==> src/hdl/hrhp_pkg.sv <==
`timescale 1ns / 1ps
// ----------------------------------------------------------------------------
// HTTP request header parser package
// Shared types, parse phases, status codes and keyword tables of the parser.
// ----------------------------------------------------------------------------
package hrhp_pkg;

    typedef enum logic [10:0] {
        PH_METHOD    = 11'b000_0000_0001,
        PH_GAP1      = 11'b000_0000_0010,
        PH_PREFIX    = 11'b000_0000_0100,
        PH_HOST      = 11'b000_0000_1000,
        PH_PATH      = 11'b000_0001_0000,
        PH_GAP2      = 11'b000_0010_0000,
        PH_VERSION   = 11'b000_0100_0000,
        PH_HDR_START = 11'b000_1000_0000,
        PH_HDR_NAME  = 11'b001_0000_0000,
        PH_HDR_GAP   = 11'b010_0000_0000,
        PH_HDR_VALUE = 11'b100_0000_0000
    } phase_t;

    localparam logic [1:0] ST_MORE     = 2'd0;
    localparam logic [1:0] ST_COMPLETE = 2'd1;
    localparam logic [1:0] ST_BAD      = 2'd2;
    localparam logic [1:0] ST_TOO_LONG = 2'd3;

    localparam logic [7:0] CH_CR    = 8'h0D;
    localparam logic [7:0] CH_LF    = 8'h0A;
    localparam logic [7:0] CH_SPACE = 8'h20;
    localparam logic [7:0] CH_TAB   = 8'h09;
    localparam logic [7:0] CH_SLASH = 8'h2F;

    localparam logic [3:0] LEN_GET   = 4'd3;
    localparam logic [3:0] LEN_POST  = 4'd4;
    localparam logic [3:0] LEN_HTTP  = 4'd7;
    localparam logic [3:0] LEN_HTTPS = 4'd8;
    localparam logic [3:0] LEN_VER   = 4'd8;
    localparam logic [3:0] LEN_CONN  = 4'd11;
    localparam logic [3:0] LEN_KEEP  = 4'd10;
    localparam logic [3:0] IDX_MAX   = 4'd15;

    typedef struct packed {
        phase_t     phase;
        logic [3:0] idx;
        logic [1:0] mcand;
        logic       post;
        logic       linger;
        logic [1:0] hflags;
        logic [1:0] pflags;
    } hrhp_state_t;

    typedef struct packed {
        logic bad;
        logic done;
        logic echo;
    } hrhp_step_t;

    localparam hrhp_state_t STATE_RESET = '{
        phase:  PH_METHOD,
        idx:    4'd0,
        mcand:  2'b11,
        post:   1'b0,
        linger: 1'b0,
        hflags: 2'b00,
        pflags: 2'b00
    };

    function automatic logic [7:0] fold(input logic [7:0] c);
        fold = (c >= 8'h41 && c <= 8'h5A) ? c + 8'd32 : c;
    endfunction

    function automatic logic is_blank(input logic [7:0] c);
        is_blank = (c == CH_SPACE) || (c == CH_TAB);
    endfunction

    // Keyword tables hold the lower-case form of each character.
    function automatic logic [7:0] kw_get(input logic [3:0] i);
        unique case (i)
            4'd0:    kw_get = "g";
            4'd1:    kw_get = "e";
            4'd2:    kw_get = "t";
            default: kw_get = 8'h00;
        endcase
    endfunction

    function automatic logic [7:0] kw_post(input logic [3:0] i);
        unique case (i)
            4'd0:    kw_post = "p";
            4'd1:    kw_post = "o";
            4'd2:    kw_post = "s";
            4'd3:    kw_post = "t";
            default: kw_post = 8'h00;
        endcase
    endfunction

    function automatic logic [7:0] kw_https(input logic [3:0] i);
        unique case (i)
            4'd0:    kw_https = "h";
            4'd1:    kw_https = "t";
            4'd2:    kw_https = "t";
            4'd3:    kw_https = "p";
            4'd4:    kw_https = "s";
            4'd5:    kw_https = ":";
            4'd6:    kw_https = "/";
            4'd7:    kw_https = "/";
            default: kw_https = 8'h00;
        endcase
    endfunction

    function automatic logic [7:0] kw_http(input logic [3:0] i);
        unique case (i)
            4'd0:    kw_http = "h";
            4'd1:    kw_http = "t";
            4'd2:    kw_http = "t";
            4'd3:    kw_http = "p";
            4'd4:    kw_http = ":";
            4'd5:    kw_http = "/";
            4'd6:    kw_http = "/";
            default: kw_http = 8'h00;
        endcase
    endfunction

    function automatic logic [7:0] kw_ver(input logic [3:0] i);
        unique case (i)
            4'd0:    kw_ver = "h";
            4'd1:    kw_ver = "t";
            4'd2:    kw_ver = "t";
            4'd3:    kw_ver = "p";
            4'd4:    kw_ver = "/";
            4'd5:    kw_ver = "1";
            4'd6:    kw_ver = ".";
            4'd7:    kw_ver = "1";
            default: kw_ver = 8'h00;
        endcase
    endfunction

    function automatic logic [7:0] kw_conn(input logic [3:0] i);
        unique case (i)
            4'd0:    kw_conn = "c";
            4'd1:    kw_conn = "o";
            4'd2:    kw_conn = "n";
            4'd3:    kw_conn = "n";
            4'd4:    kw_conn = "e";
            4'd5:    kw_conn = "c";
            4'd6:    kw_conn = "t";
            4'd7:    kw_conn = "i";
            4'd8:    kw_conn = "o";
            4'd9:    kw_conn = "n";
            4'd10:   kw_conn = ":";
            default: kw_conn = 8'h00;
        endcase
    endfunction

    function automatic logic [7:0] kw_keep(input logic [3:0] i);
        unique case (i)
            4'd0:    kw_keep = "k";
            4'd1:    kw_keep = "e";
            4'd2:    kw_keep = "e";
            4'd3:    kw_keep = "p";
            4'd4:    kw_keep = "-";
            4'd5:    kw_keep = "a";
            4'd6:    kw_keep = "l";
            4'd7:    kw_keep = "i";
            4'd8:    kw_keep = "v";
            4'd9:    kw_keep = "e";
            default: kw_keep = 8'h00;
        endcase
    endfunction

endpackage

==> src/hdl/http_request_header_parser.sv <==
`timescale 1ns / 1ps
// Pipeline: a request is registered at the input, and its result is loaded into the
// output register when the output is empty or m_tready is high.
// Throughput: one byte per cycle unless m_tready stalls; parse state: one shallow step.
// Reset: aresetn is synchronous and active low; it empties both registers and
// returns the parser to the start of a request line with the status cleared.
// ----------------------------------------------------------------------------
// HTTP request header parser
// Parses an HTTP/1.1 request line and headers byte by byte and echoes the URL path.
// ----------------------------------------------------------------------------
module http_request_header_parser
    import hrhp_pkg::*;
#(
    parameter int BUFFER_BYTES = 2048
) (
    input  logic        aclk,
    input  logic        aresetn,
    input  logic        s_tvalid,
    output logic        s_tready,
    input  logic [7:0]  s_tdata,   // [7:0] in_byte
    input  logic [0:0]  s_tuser,   // [0] clear
    output logic        m_tvalid,
    input  logic        m_tready,
    output logic [15:0] m_tdata,   // [1:0] status, [2] is_post, [3] keep_alive,
                                   // [11:4] url_char, [15:12] zero
    output logic [0:0]  m_tuser    // [0] url_valid
);

    localparam int CNT_W = $clog2(BUFFER_BYTES + 1);
    localparam logic [CNT_W-1:0] CNT_LIMIT = CNT_W'(BUFFER_BYTES);

    logic             in_valid_reg;
    logic [7:0]       in_byte_reg;
    logic             in_clear_reg;
    logic             out_valid_reg;
    logic [11:0]      out_data_reg;
    logic [11:0]      out_data_next;
    logic             out_url_reg;
    logic             out_url_next;

    hrhp_state_t      state_reg;
    hrhp_state_t      state_next;
    logic [1:0]       status_reg;
    logic [1:0]       status_next;
    logic             cr_reg;
    logic             cr_next;
    logic [CNT_W-1:0] count_reg;
    logic [CNT_W-1:0] count_next;

    hrhp_state_t      base;
    hrhp_state_t      step_state;
    hrhp_step_t       step_res;
    logic [1:0]       base_status;
    logic             base_cr;
    logic [CNT_W-1:0] base_count;
    logic             eol;
    logic             advance;

    assign advance  = in_valid_reg && (!out_valid_reg || m_tready);
    assign s_tready = !in_valid_reg || advance;
    assign m_tvalid = out_valid_reg;
    assign m_tdata  = {4'd0, out_data_reg};
    assign m_tuser  = out_url_reg;

    assign base        = in_clear_reg ? STATE_RESET : state_reg;
    assign base_status = in_clear_reg ? ST_MORE : status_reg;
    assign base_cr     = in_clear_reg ? 1'b0 : cr_reg;
    assign base_count  = in_clear_reg ? '0 : count_reg;
    assign eol         = base_cr && (in_byte_reg == CH_LF);

    hrhp_step u_step (
        .cur     (base),
        .in_byte (in_byte_reg),
        .eol     (eol),
        .nxt     (step_state),
        .res     (step_res)
    );

    always_comb begin
        state_next  = base;
        status_next = base_status;
        cr_next     = base_cr;
        count_next  = base_count;
        out_url_next = 1'b0;
        if (base_status == ST_MORE) begin
            if (base_count >= CNT_LIMIT) begin
                status_next = ST_TOO_LONG;
            end else begin
                count_next = base_count + 1'b1;
                priority if (base_cr) begin
                    cr_next = 1'b0;
                    if (eol) begin
                        state_next  = step_state;
                        status_next = step_res.bad ? ST_BAD
                                    : (step_res.done ? ST_COMPLETE : ST_MORE);
                    end else begin
                        status_next = ST_BAD;
                    end
                end else if (in_byte_reg == CH_CR) begin
                    cr_next = 1'b1;
                end else if (in_byte_reg == CH_LF) begin
                    status_next = ST_BAD;
                end else begin
                    state_next   = step_state;
                    status_next  = step_res.bad ? ST_BAD : ST_MORE;
                    out_url_next = step_res.echo;
                end
            end
        end
        out_data_next = {out_url_next ? in_byte_reg : 8'd0,
                         state_next.linger, state_next.post, status_next};
    end

    always_ff @(posedge aclk) begin
        if (!aresetn) begin
            in_valid_reg  <= 1'b0;
            out_valid_reg <= 1'b0;
            state_reg     <= STATE_RESET;
            status_reg    <= ST_MORE;
            cr_reg        <= 1'b0;
            count_reg     <= '0;
        end else begin
            if (s_tvalid && s_tready) begin
                in_valid_reg <= 1'b1;
            end else if (advance) begin
                in_valid_reg <= 1'b0;
            end
            if (advance) begin
                out_valid_reg <= 1'b1;
                state_reg     <= state_next;
                status_reg    <= status_next;
                cr_reg        <= cr_next;
                count_reg     <= count_next;
            end else if (m_tready) begin
                out_valid_reg <= 1'b0;
            end
        end
    end

    always_ff @(posedge aclk) begin
        if (s_tvalid && s_tready) begin
            in_byte_reg  <= s_tdata;
            in_clear_reg <= s_tuser[0];
        end
        if (advance) begin
            out_data_reg <= out_data_next;
            out_url_reg  <= out_url_next;
        end
    end

`ifndef SYNTHESIS
    assert property (@(posedge aclk) disable iff (!aresetn)
        m_tvalid && m_tuser[0] |-> m_tdata[1:0] == ST_MORE)
        else $error("URL byte delivered with a final status");

    assert property (@(posedge aclk) disable iff (!aresetn)
        advance && !in_clear_reg && status_reg != ST_MORE |=> status_reg == $past(status_reg))
        else $error("held status changed without a clear");

    assert property (@(posedge aclk) disable iff (!aresetn)
        advance && out_url_next |=> state_reg.phase == PH_PATH)
        else $error("URL byte echoed outside the path field");

    assert property (@(posedge aclk) disable iff (!aresetn)
        count_reg <= CNT_LIMIT)
        else $error("byte count passed the buffer size");
`endif

endmodule

==> src/hdl/hrhp_step.sv <==
`timescale 1ns / 1ps
// ----------------------------------------------------------------------------
// HTTP request parser step logic
// Computes the next parse state for one ordinary byte or one line end.
// ----------------------------------------------------------------------------
module hrhp_step
    import hrhp_pkg::*;
(
    input  hrhp_state_t cur,
    input  logic [7:0]  in_byte,
    input  logic        eol,
    output hrhp_state_t nxt,
    output hrhp_step_t  res
);

    hrhp_state_t eff;
    logic [7:0]  fc;
    logic        blank;
    logic [3:0]  idx_inc;
    logic [3:0]  idx_sat;
    logic [1:0]  nf;
    logic [1:0]  nc;

    assign fc      = fold(in_byte);
    assign blank   = is_blank(in_byte);
    assign idx_sat = (eff.idx < IDX_MAX) ? eff.idx + 4'd1 : eff.idx;
    assign idx_inc = eff.idx + 4'd1;

    // A byte that opens a new field restarts the matching of that field.
    always_comb begin
        eff = cur;
        if (!eol) begin
            priority if (cur.phase == PH_GAP2 && !blank) begin
                eff.phase = PH_VERSION;
                eff.idx   = 4'd0;
            end else if (cur.phase == PH_HDR_START) begin
                eff.phase  = PH_HDR_NAME;
                eff.idx    = 4'd0;
                eff.hflags = 2'b01;
            end else if (cur.phase == PH_HDR_GAP && !blank) begin
                eff.phase  = PH_HDR_VALUE;
                eff.idx    = 4'd0;
                eff.hflags = 2'b10;
            end else if (cur.phase == PH_GAP1 && !blank && in_byte != CH_SLASH) begin
                eff.phase  = PH_PREFIX;
                eff.idx    = 4'd0;
                eff.pflags = 2'b11;
            end else begin
                eff = cur;
            end
        end
    end

    assign nf[0] = eff.pflags[0] && (eff.idx < LEN_HTTP) && (fc == kw_http(eff.idx));
    assign nf[1] = eff.pflags[1] && (eff.idx < LEN_HTTPS) && (fc == kw_https(eff.idx));
    assign nc[0] = eff.mcand[0] && (eff.idx < LEN_GET) && (fc == kw_get(eff.idx));
    assign nc[1] = eff.mcand[1] && (eff.idx < LEN_POST) && (fc == kw_post(eff.idx));

    always_comb begin
        nxt = eff;
        res = '0;
        if (eol) begin
            unique case (eff.phase)
                PH_VERSION: begin
                    if (eff.idx == LEN_VER) begin
                        nxt.phase = PH_HDR_START;
                    end else begin
                        res.bad = 1'b1;
                    end
                end
                PH_HDR_START: begin
                    res.done = 1'b1;
                end
                PH_HDR_NAME, PH_HDR_GAP: begin
                    nxt.phase = PH_HDR_START;
                end
                PH_HDR_VALUE: begin
                    if (eff.hflags[1] && eff.idx == LEN_KEEP) begin
                        nxt.linger = 1'b1;
                    end
                    nxt.phase = PH_HDR_START;
                end
                default: begin
                    res.bad = 1'b1;
                end
            endcase
        end else begin
            unique case (eff.phase)
                PH_METHOD: begin
                    if (blank) begin
                        priority if (eff.idx == LEN_GET && eff.mcand[0]) begin
                            nxt.phase = PH_GAP1;
                        end else if (eff.idx == LEN_POST && eff.mcand[1]) begin
                            nxt.post  = 1'b1;
                            nxt.phase = PH_GAP1;
                        end else begin
                            res.bad = 1'b1;
                        end
                    end else begin
                        nxt.mcand = nc;
                        nxt.idx   = idx_sat;
                        res.bad   = (nc == 2'b00);
                    end
                end
                PH_GAP1: begin
                    if (in_byte == CH_SLASH) begin
                        res.echo  = 1'b1;
                        nxt.phase = PH_PATH;
                    end
                end
                PH_PREFIX: begin
                    if (blank) begin
                        res.bad = 1'b1;
                    end else begin
                        nxt.pflags = nf;
                        nxt.idx    = idx_sat;
                        if (nf == 2'b00) begin
                            res.bad = 1'b1;
                        end else if ((nf[0] && idx_sat == LEN_HTTP)
                                     || (nf[1] && idx_sat == LEN_HTTPS)) begin
                            nxt.phase = PH_HOST;
                        end
                    end
                end
                PH_HOST: begin
                    if (blank) begin
                        res.bad = 1'b1;
                    end else if (in_byte == CH_SLASH) begin
                        res.echo  = 1'b1;
                        nxt.phase = PH_PATH;
                    end
                end
                PH_PATH: begin
                    if (blank) begin
                        nxt.phase = PH_GAP2;
                    end else begin
                        res.echo = 1'b1;
                    end
                end
                PH_GAP2, PH_HDR_GAP: begin
                    nxt = eff;
                end
                PH_VERSION: begin
                    if (eff.idx < LEN_VER && fc == kw_ver(eff.idx)) begin
                        nxt.idx = idx_inc;
                    end else begin
                        res.bad = 1'b1;
                    end
                end
                PH_HDR_NAME: begin
                    if (eff.hflags[0] && eff.idx < LEN_CONN && fc == kw_conn(eff.idx)) begin
                        nxt.idx = idx_inc;
                        if (idx_inc == LEN_CONN) begin
                            nxt.phase = PH_HDR_GAP;
                        end
                    end else begin
                        nxt.hflags = 2'b00;
                    end
                end
                PH_HDR_VALUE: begin
                    if (eff.hflags[1] && eff.idx < LEN_KEEP && fc == kw_keep(eff.idx)) begin
                        nxt.idx = idx_inc;
                    end else begin
                        nxt.hflags = 2'b00;
                    end
                end
                default: begin
                    res.bad = 1'b1;
                end
            endcase
        end
    end

endmodule
==> config.mk <==
export PLATFORM = sky130hd
export DESIGN_NAME = http_request_header_parser
export DESIGN_NICKNAME = d
export VERILOG_FILES = /design/src/hdl/hrhp_pkg.sv /design/src/hdl/http_request_header_parser.sv /design/src/hdl/hrhp_step.sv
export SDC_FILE = /design/constraint.sdc
export NUM_CORES = 1
export LEC_CHECK = 0
export BUFFER_PORTS_ARGS = -buffer_cell sky130_fd_sc_hd__buf_2
export CAP_MARGIN = 10
export CORE_ASPECT_RATIO = 0.75
export CORE_UTILIZATION = 25
export DETAILED_ROUTE_END_ITERATION = 8
export HOLD_SLACK_MARGIN = 0.03
export PLACE_DENSITY = 0.42
export SKIP_CTS_REPAIR_TIMING = 1
export SYNTH_ARGS = -nofsm -noshare
export SYNTH_HDL_FRONTEND = slang
export SYNTH_SLANG_ARGS = --single-unit
==> constraint.sdc <==
create_clock -name aclk -period 9.8 [get_ports aclk]
set_input_delay 1.47 -clock aclk [delete_from_list [all_inputs] [get_ports aclk]]
set_output_delay 1.47 -clock aclk [all_outputs]
set_load 0.1 [all_outputs]
== Yosys cells after proc, flatten, opt, wreduce, memory -nomap -nowiden ==
Memory sizes are Yosys's and may differ from the RTL's.
Index checks and enable logic that the tools add are counted.

* Register bits: 62
* Memory bits (read-only): 320
* Input bits: 13
* Output and inout port bits: 19
* Logic and storage cells: 226
* Memories: 4

* Add/subtract/negate cells: 3
* $lt $le $gt $ge: 10
* Equality and inequality tests: 39
* Mux-type cells: 109
* Reductions and logical operators: 44

{| class="wikitable"
|+ Memories
! name !! depth !! width !! read ports !! clocked after memory_dff !! wr ports !! RTL line !! RTL
|-
| (name not given) || 16 || 7 || 1 || 0 || 0 || hrhp_pkg.sv:138 || <nowiki>unique case (i)</nowiki>
|-
| (name not given) || 16 || 7 || 1 || 0 || 0 || hrhp_pkg.sv:155 || <nowiki>unique case (i)</nowiki>
|-
| (name not given) || 8 || 6 || 1 || 0 || 0 || hrhp_pkg.sv:97 || <nowiki>unique case (i)</nowiki>
|-
| (name not given) || 8 || 6 || 1 || 0 || 0 || hrhp_pkg.sv:124 || <nowiki>unique case (i)</nowiki>
|}

{| class="wikitable"
|+ Operator list
! kind !! number
|-
| 23-bit two-way mux || 8
|-
| 11-bit two-way mux || 11
|-
| 15-bit two-way mux || 6
|-
| 8-bit two-way mux || 9
|-
| 11-bit one-hot mux with 6 select lines || 1
|-
| 1-bit two-way mux || 36
|-
| 12-bit two-way mux || 3
|-
| 2-bit two-way mux || 18
|-
| 7-bit one-hot mux with 5 select lines || 1
|-
| 8-bit equality test || 4
|-
| 7-bit one-hot mux with 4 select lines || 1
|-
| 1-bit logical AND || 26
|-
| 8-bit by 4-bit equality test with 1-bit output, second input constant || 3
|-
| 8-bit by 7-bit equality test with 1-bit output || 3
|-
| 11-bit by 10-bit equality test with 1-bit output, second input constant || 2
|-
| 11-bit by 2-bit equality test with 1-bit output, second input constant || 2
|-
| 11-bit by 6-bit equality test with 1-bit output, second input constant || 2
|-
| 11-bit by 8-bit equality test with 1-bit output, second input constant || 2
|-
| 11-bit one-hot mux with 2 select lines || 1
|-
| 7-bit one-hot mux with 3 select lines || 1
|-
| 4-bit two-way mux || 5
|-
| 4-bit one-hot mux with 5 select lines || 1
|-
| 4-bit by 3-bit equality test with 1-bit output, second input constant || 4
|-
| 4-bit equality test, second input constant || 4
|-
| 36 further kinds || 51
|}

== Longest topological paths before layout ==
* Depth in word-level cells: 27
* Mapped depth: 20
* Depth with buffers taken out: 18

== Modules after synthesis ==
A second synthesis with hierarchy kept.

* Cell total of the unflattened synthesis: 832
* Area, all modules: 6,182.2 um^2

{| class="wikitable"
|+ Modules (own cells, without submodules)
! module !! instances !! cells each !! area each (um^2) !! sequential area each (um^2)
|-
| hrhp_step || 1 || 518 || 3,261.9 || 0.0
|-
| http_request_header_parser || 1 || 314 || 2,920.3 || 1,461.4
|}

== Worst setup path before layout ==
Ideal clock, no wire load.

* Path kind: reg2reg
* From: register in_byte_reg[6]
* To: register state_reg[13] in the netlist's numbering
* Library setup time: 0.132 ns
* Data arrival time: 4.754 ns
* Data required time: 9.668 ns
* Slack: 4.915 ns
* Stages on the path, launching flop included: 21
* Buffers on the path: 3
* Clock period less this slack: 4.885 ns
* Path through: edfxtp_1 > buf_2 > or4_1 > a211oi_2 > a211oi_1 > o21ai_1 > nand2b_1 > inv_1 > ha_1 > clkbuf_1 > clkbuf_1 > inv_1 > ha_1 > nor4_1 > a21oi_1 > nor4b_1 > o2111ai_1 > o31ai_2 > nand4_1 > a211oi_1 > nor3_1

* Longest elaborated chain between the ends: 27
* Elaborated cells between the ends (all ways): 100
* Those cells by class: add/sub (2); order compare (6); eq/ne (28); mux (38); reduce/logical (24); memory (2)

{| class="wikitable"
|+ RTL lines
! what !! RTL line !! RTL
|-
| from (decl) || http_request_header_parser.sv:33 || <nowiki>logic [7:0] in_byte_reg;</nowiki>
|-
| from (signal assigned) || http_request_header_parser.sv:142 || <nowiki>in_byte_reg <= s_tdata;</nowiki>
|-
| 8-bit by 6-bit equality test with 1-bit output / 8-bit by 4-bit equality test with 1-bit output (equally long branches) || hrhp_pkg.sv:73 || <nowiki>is_blank = (c == CH_SPACE) || (c == CH_TAB);</nowiki>
|-
| 1-bit logical OR || hrhp_pkg.sv:73 ||
|-
| 1-bit zero test || hrhp_step.sv:33, hrhp_step.sv:40, hrhp_step.sv:44 ||
|-
| 1-bit logical AND (2 in a row) || hrhp_step.sv:44 || <nowiki>end else if (cur.phase == PH_GAP1 && !blank && in_byte != CH_SLASH) begin</nowiki>
|-
| 15-bit two-way mux || hrhp_step.sv:44 ||
|-
| 15-bit two-way mux || hrhp_step.sv:40 || <nowiki>end else if (cur.phase == PH_HDR_GAP && !blank) begin</nowiki>
|-
| 15-bit two-way mux || hrhp_step.sv:36 || <nowiki>end else if (cur.phase == PH_HDR_START) begin</nowiki>
|-
| 15-bit two-way mux || hrhp_step.sv:33 || <nowiki>priority if (cur.phase == PH_GAP2 && !blank) begin</nowiki>
|-
| [10 not listed] || n/a ||
|-
| 15-bit two-way mux || hrhp_step.sv:112 || <nowiki>if (blank) begin</nowiki>
|-
| 11-bit one-hot mux with 6 select lines || hrhp_step.sv:88 || <nowiki>unique case (eff.phase)</nowiki>
|-
| 11-bit two-way mux || hrhp_step.sv:62 || <nowiki>if (eol) begin</nowiki>
|-
| 23-bit two-way mux || http_request_header_parser.sv:101 || <nowiki>end else if (in_byte_reg == CH_LF) begin</nowiki>
|-
| 23-bit two-way mux || http_request_header_parser.sv:99 || <nowiki>end else if (in_byte_reg == CH_CR) begin</nowiki>
|-
| 23-bit two-way mux (*) || http_request_header_parser.sv:90 || <nowiki>priority if (base_cr) begin</nowiki>
|-
| 23-bit two-way mux (*) || http_request_header_parser.sv:86 || <nowiki>if (base_count >= CNT_LIMIT) begin</nowiki>
|-
| 23-bit two-way mux (*) || http_request_header_parser.sv:85 || <nowiki>if (base_status == ST_MORE) begin</nowiki>
|-
| to (signal assigned) || http_request_header_parser.sv:130 || <nowiki>state_reg <= state_next;</nowiki>
|-
| to (decl) || http_request_header_parser.sv:41 || <nowiki>hrhp_state_t state_reg;</nowiki>
|}

Every way passes the cells marked *; elsewhere a longest branch is shown, timed or not. The select of a mux whose other input is x is not followed.
A chain may end at the register's enable or synchronous reset.

== Final worst setup path ==
* From: register in_byte_reg[0]
* To: register state_reg[9] in the netlist's numbering

* Longest elaborated chain between the ends: 24
* Elaborated cells between the ends (all ways): 67
* Those cells by class: add/sub (2); order compare (6); eq/ne (13); mux (30); reduce/logical (13); memory (3)

{| class="wikitable"
|+ RTL lines
! what !! RTL line !! RTL
|-
| 8-bit by 6-bit equality test with 1-bit output / 8-bit by 4-bit equality test with 1-bit output (equally long branches) || hrhp_pkg.sv:73 ||
|-
| 1-bit logical OR || hrhp_pkg.sv:73 ||
|-
| 1-bit zero test || hrhp_step.sv:33, hrhp_step.sv:40, hrhp_step.sv:44 ||
|-
| 1-bit logical AND (2 in a row) || hrhp_step.sv:44 ||
|-
| 15-bit two-way mux || hrhp_step.sv:44 ||
|-
| 15-bit two-way mux || hrhp_step.sv:40 ||
|-
| 15-bit two-way mux || hrhp_step.sv:36 ||
|-
| 15-bit two-way mux || hrhp_step.sv:33 ||
|-
| [7 not listed] || n/a ||
|-
| 4-bit two-way mux || hrhp_step.sv:144 || <nowiki>if (eff.idx < LEN_VER && fc == kw_ver(eff.idx)) begin</nowiki>
|-
| 4-bit one-hot mux with 5 select lines || hrhp_step.sv:88 ||
|-
| 7-bit two-way mux || hrhp_step.sv:62 ||
|-
| 23-bit two-way mux || http_request_header_parser.sv:101 ||
|-
| 23-bit two-way mux || http_request_header_parser.sv:99 ||
|-
| 23-bit two-way mux (*) || http_request_header_parser.sv:90 ||
|-
| 23-bit two-way mux (*) || http_request_header_parser.sv:86 ||
|-
| 23-bit two-way mux (*) || http_request_header_parser.sv:85 ||
|}

Marked as above.

==> results.md <==
* Status: completed
* Slowest CP cell: o21ai_1
* Post-route cell area at 6750 um^2
* Fin Setup TNS at 0 ns
* Clock Skews at 0.0112 ns
* Io pins at 32
* Max-cap violations at 0
* Largest buffer count on any clock path at 2
* Row cnt at 48
* Initial antenna violation count at 1
* Placed Area at 6460 um^2
* Fillers at 2563
* CP max FO at 25
* Finish-stage setup viols at 0
* Global-route usage over all layers at 21.7%
* Asr flop ratio synth at 0%
* Top_reg_cell synth: dfxtp_1
* Die area at 24800 um^2
* Global-route wire length before repair at 39800 um
* Syn Std Cell Area at around 6000 um^2
* Area of the multi-input gates at about 4300 um^2
* Iteration-0 DRC Markers at 940
* Seq. cell area at 1460 um^2
* WS Path Type: register to register
* Largest register FFs at 23
* Diodes inserted at 0
* Drt first pass iters at 5
* Crit path capture type: register
* Share of the synthesized area in the top cell type at approximately an eighth
* Core box area at 23400 um^2
* Share of layout cells above drive strength 1 at between 10% and 20%
* PnR Total Power at between 0.7 and 0.8 mW
* Max_slew headroom at 17.5%
* Achievable Freq at 0.157 GHz
* Via-to-Cell Ratio at 6.11
* Synth area leaders: dfxtp_1, edfxtp_1, nor2_1, a21oi_1, nand2_1
* WP data required at 10.07 ns
* Startpoint types: register
* Worst EP arrival at 6.65 ns
* Clk root buf: clkbuf_16
* Hold Path Class: register to register
* Yosys cell types at 91
* Final min period at 6.39 ns
* Largest net degree at the start of global routing at 37
* Hold Vio Cnt, Final at 0
* Slew @ Worst Pin at 1.22 ns
* Synthesized area per cell at 7.34 um^2
* Initial Utilization at roughly a quarter
* CTS buffer count at 9
* #FFs+latches synth at 62
* Total placed cells including tap cells at 1112
* Count of input and output buffers at 27
* Worst Hold Depth at 2
* Nets at 845
* Vias at 6896
* DIE WIDTH at between 150 and 200 um
* Post-synth EDFFs at 22
* DRC Markers at 0
* PD cells at 116 nW/um^2
* Pre-CTS WS at 3.71 ns
* Area Growth Syn to Fin at 11.8%
* Part of the cycle the worst path needs at 65.2%
* YS warnings at 0
* Routed WL at around 27000 um
* CP peak stage delay at 0.76 ns
* Worst-Skew Late Latency at 0.36 ns
* Vias in the first global route at 6068
* Largest area contributor in the netlist: dfxtp_1
* CTS tree: done
* Worst vdd ir at around 0.000082 V
* FF-to-FF path depth at 17
* Hpwl dp at ~20000 um
* Register area share after synthesis at 24.2%
* Clk slew on worst S/H paths at 0.06 ns
* # clock sinks at 62
* Synthesized instance count at 822
* Final Non-Filler Cells at 1128
* Final WS setup at around 3.4 ns
* GRT Residual Overflow at 0
* Leakage at 2.21 nW
* Global placement routability congestion at just over 1
* Final antenna-violating net count at 0
* Die Y at 137 um
* H-tree levels at 3
* Fin. max-slew vios at 0
* Drt wl/cell at 23.7 um
* RSZ-0062 raised after global routing: no
* Critical path cell sequence: buf_4 > nor4_1 > nand3_1 > o21ai_1 > nand2b_1 > inv_1 > ha_1 > inv_1 > ha_1 > nor4_1 > a21oi_1 > nor4b_1 > o2111ai_1 > nand3b_1 > o211ai_1 > o211ai_1 > a311oi_1
final cells by class:
class | instances | area share [%]
multi-input combinational | 684 | 63.2
sequential | 62 | 21.6
tap | 300 | 5.56
timing repair buffer | 46 | 4.11
clock buffer | 10 | 3.71
inverter | 20 | 1.11
clock inverter | 6 | 0.630
routing by layer:
metal	up-vias	GRT usage [%]	share of wire, %
met3	50	6.52	12
met5	-	0	0
met1	3278	32.9	48
li1	3111	-	-
met2	457	28.0	38
met4	0	7.53	2.6
power breakdown:
group	switching (mW)	total, mW	leakage [nW]	internal (mW)
clock	0.143	0.330	0.148	0.188
combinational	0.121	0.165	1.53	0.0440
sequential	0.0110	0.285	0.537	0.274
total	0.275	0.780	2.21	0.506
cells by family (layout without fill, tap and decap cells):
kind of cell	count (synthesis)	after routing	synth area share, %
AND/OR/NAND/NOR	385	385	34.2
AO/OA/AOI/OAI	256	256	29.8
buffers and inverters	79	82	5.39
flip-flops	62	62	24.2
XOR/XNOR	26	26	3.77
adder cells (fa/ha/maj)	9	9	1.87
multiplexers	4	4	0.663
other	1	4	0.0621
Yosys cell counts, types with 5 or more instances:
library cell and n:
nor2_1 88, nand2_1 77, a21oi_1 60, o21ai_0 45, clkbuf_1 41, dfxtp_1 40, nand3_1 32, nor3_1 29
edfxtp_1 22, nand2b_1 21, nand4_1 20, nor4_1 20, inv_1 18, nor2b_1 17, xnor2_1 16, a211oi_1 14
a31oi_1 12, o211ai_1 12, buf_2 11, and2_1 10, or3_1 10, xor2_1 10, ha_1 9, nor3b_1 9
and3_1 8, o21a_1 8, o22ai_1 8, o2111ai_1 6, a22oi_1 5, a311oi_1 5, nor4b_1 5, o21ai_1 5
o21bai_1 5, o221ai_1 5, or2_2 5
worst paths after layout:
check,startpoint,end,slack [ns]
min,state_reg[5]$_SDFFE_PN0P_,state_reg[5]$_SDFFE_PN0P_,0.46
min reg2reg,state_reg[5]$_SDFFE_PN0P_,state_reg[5]$_SDFFE_PN0P_,0.46
max,in_byte_reg[0]$_DFFE_PP_,state_reg[9]$_SDFFE_PN0P_,3.41
max reg2reg,in_byte_reg[0]$_DFFE_PP_,state_reg[9]$_SDFFE_PN0P_,3.41
critical path: cells and delay by family, from the launching register on:
kind	cells	cell delay, ns
adder cells (fa/ha/maj)	2	0.94
buffers and inverters	3	0.58
flip-flops	1	0.36
AND/OR/NAND/NOR	6	2.51
AO/OA/AOI/OAI	6	1.88
metrics by stage:
| step | utilization [%] | hold WS, ns |
|---|---|---|
| 3_3_place_gp | 27.6 | 0.444 |
| 5_1_grt | 28.9 | 0.490 |
| 3_5_place_dp | 27.6 | 0.450 |
| 4_1_cts | 28.9 | 0.459 |
| 6_report | 28.9 | 0.458 |
| 2_1_floorplan | - | 0.436 |
layout by cell type (no fill, tap or decap), types with 19 or more instances in the layout:
cell type   n
nor2_1     88
nand2_1    77
a21oi_1    60
o21ai_0    45
dfxtp_1    40
nand3_1    32
nor3_1     29
buf_2      27
edfxtp_1   22
nand2b_1   21
nand4_1    20
nor4_1     19
buf_4      19
Note: power is estimated with default switching activity, not from simulation.
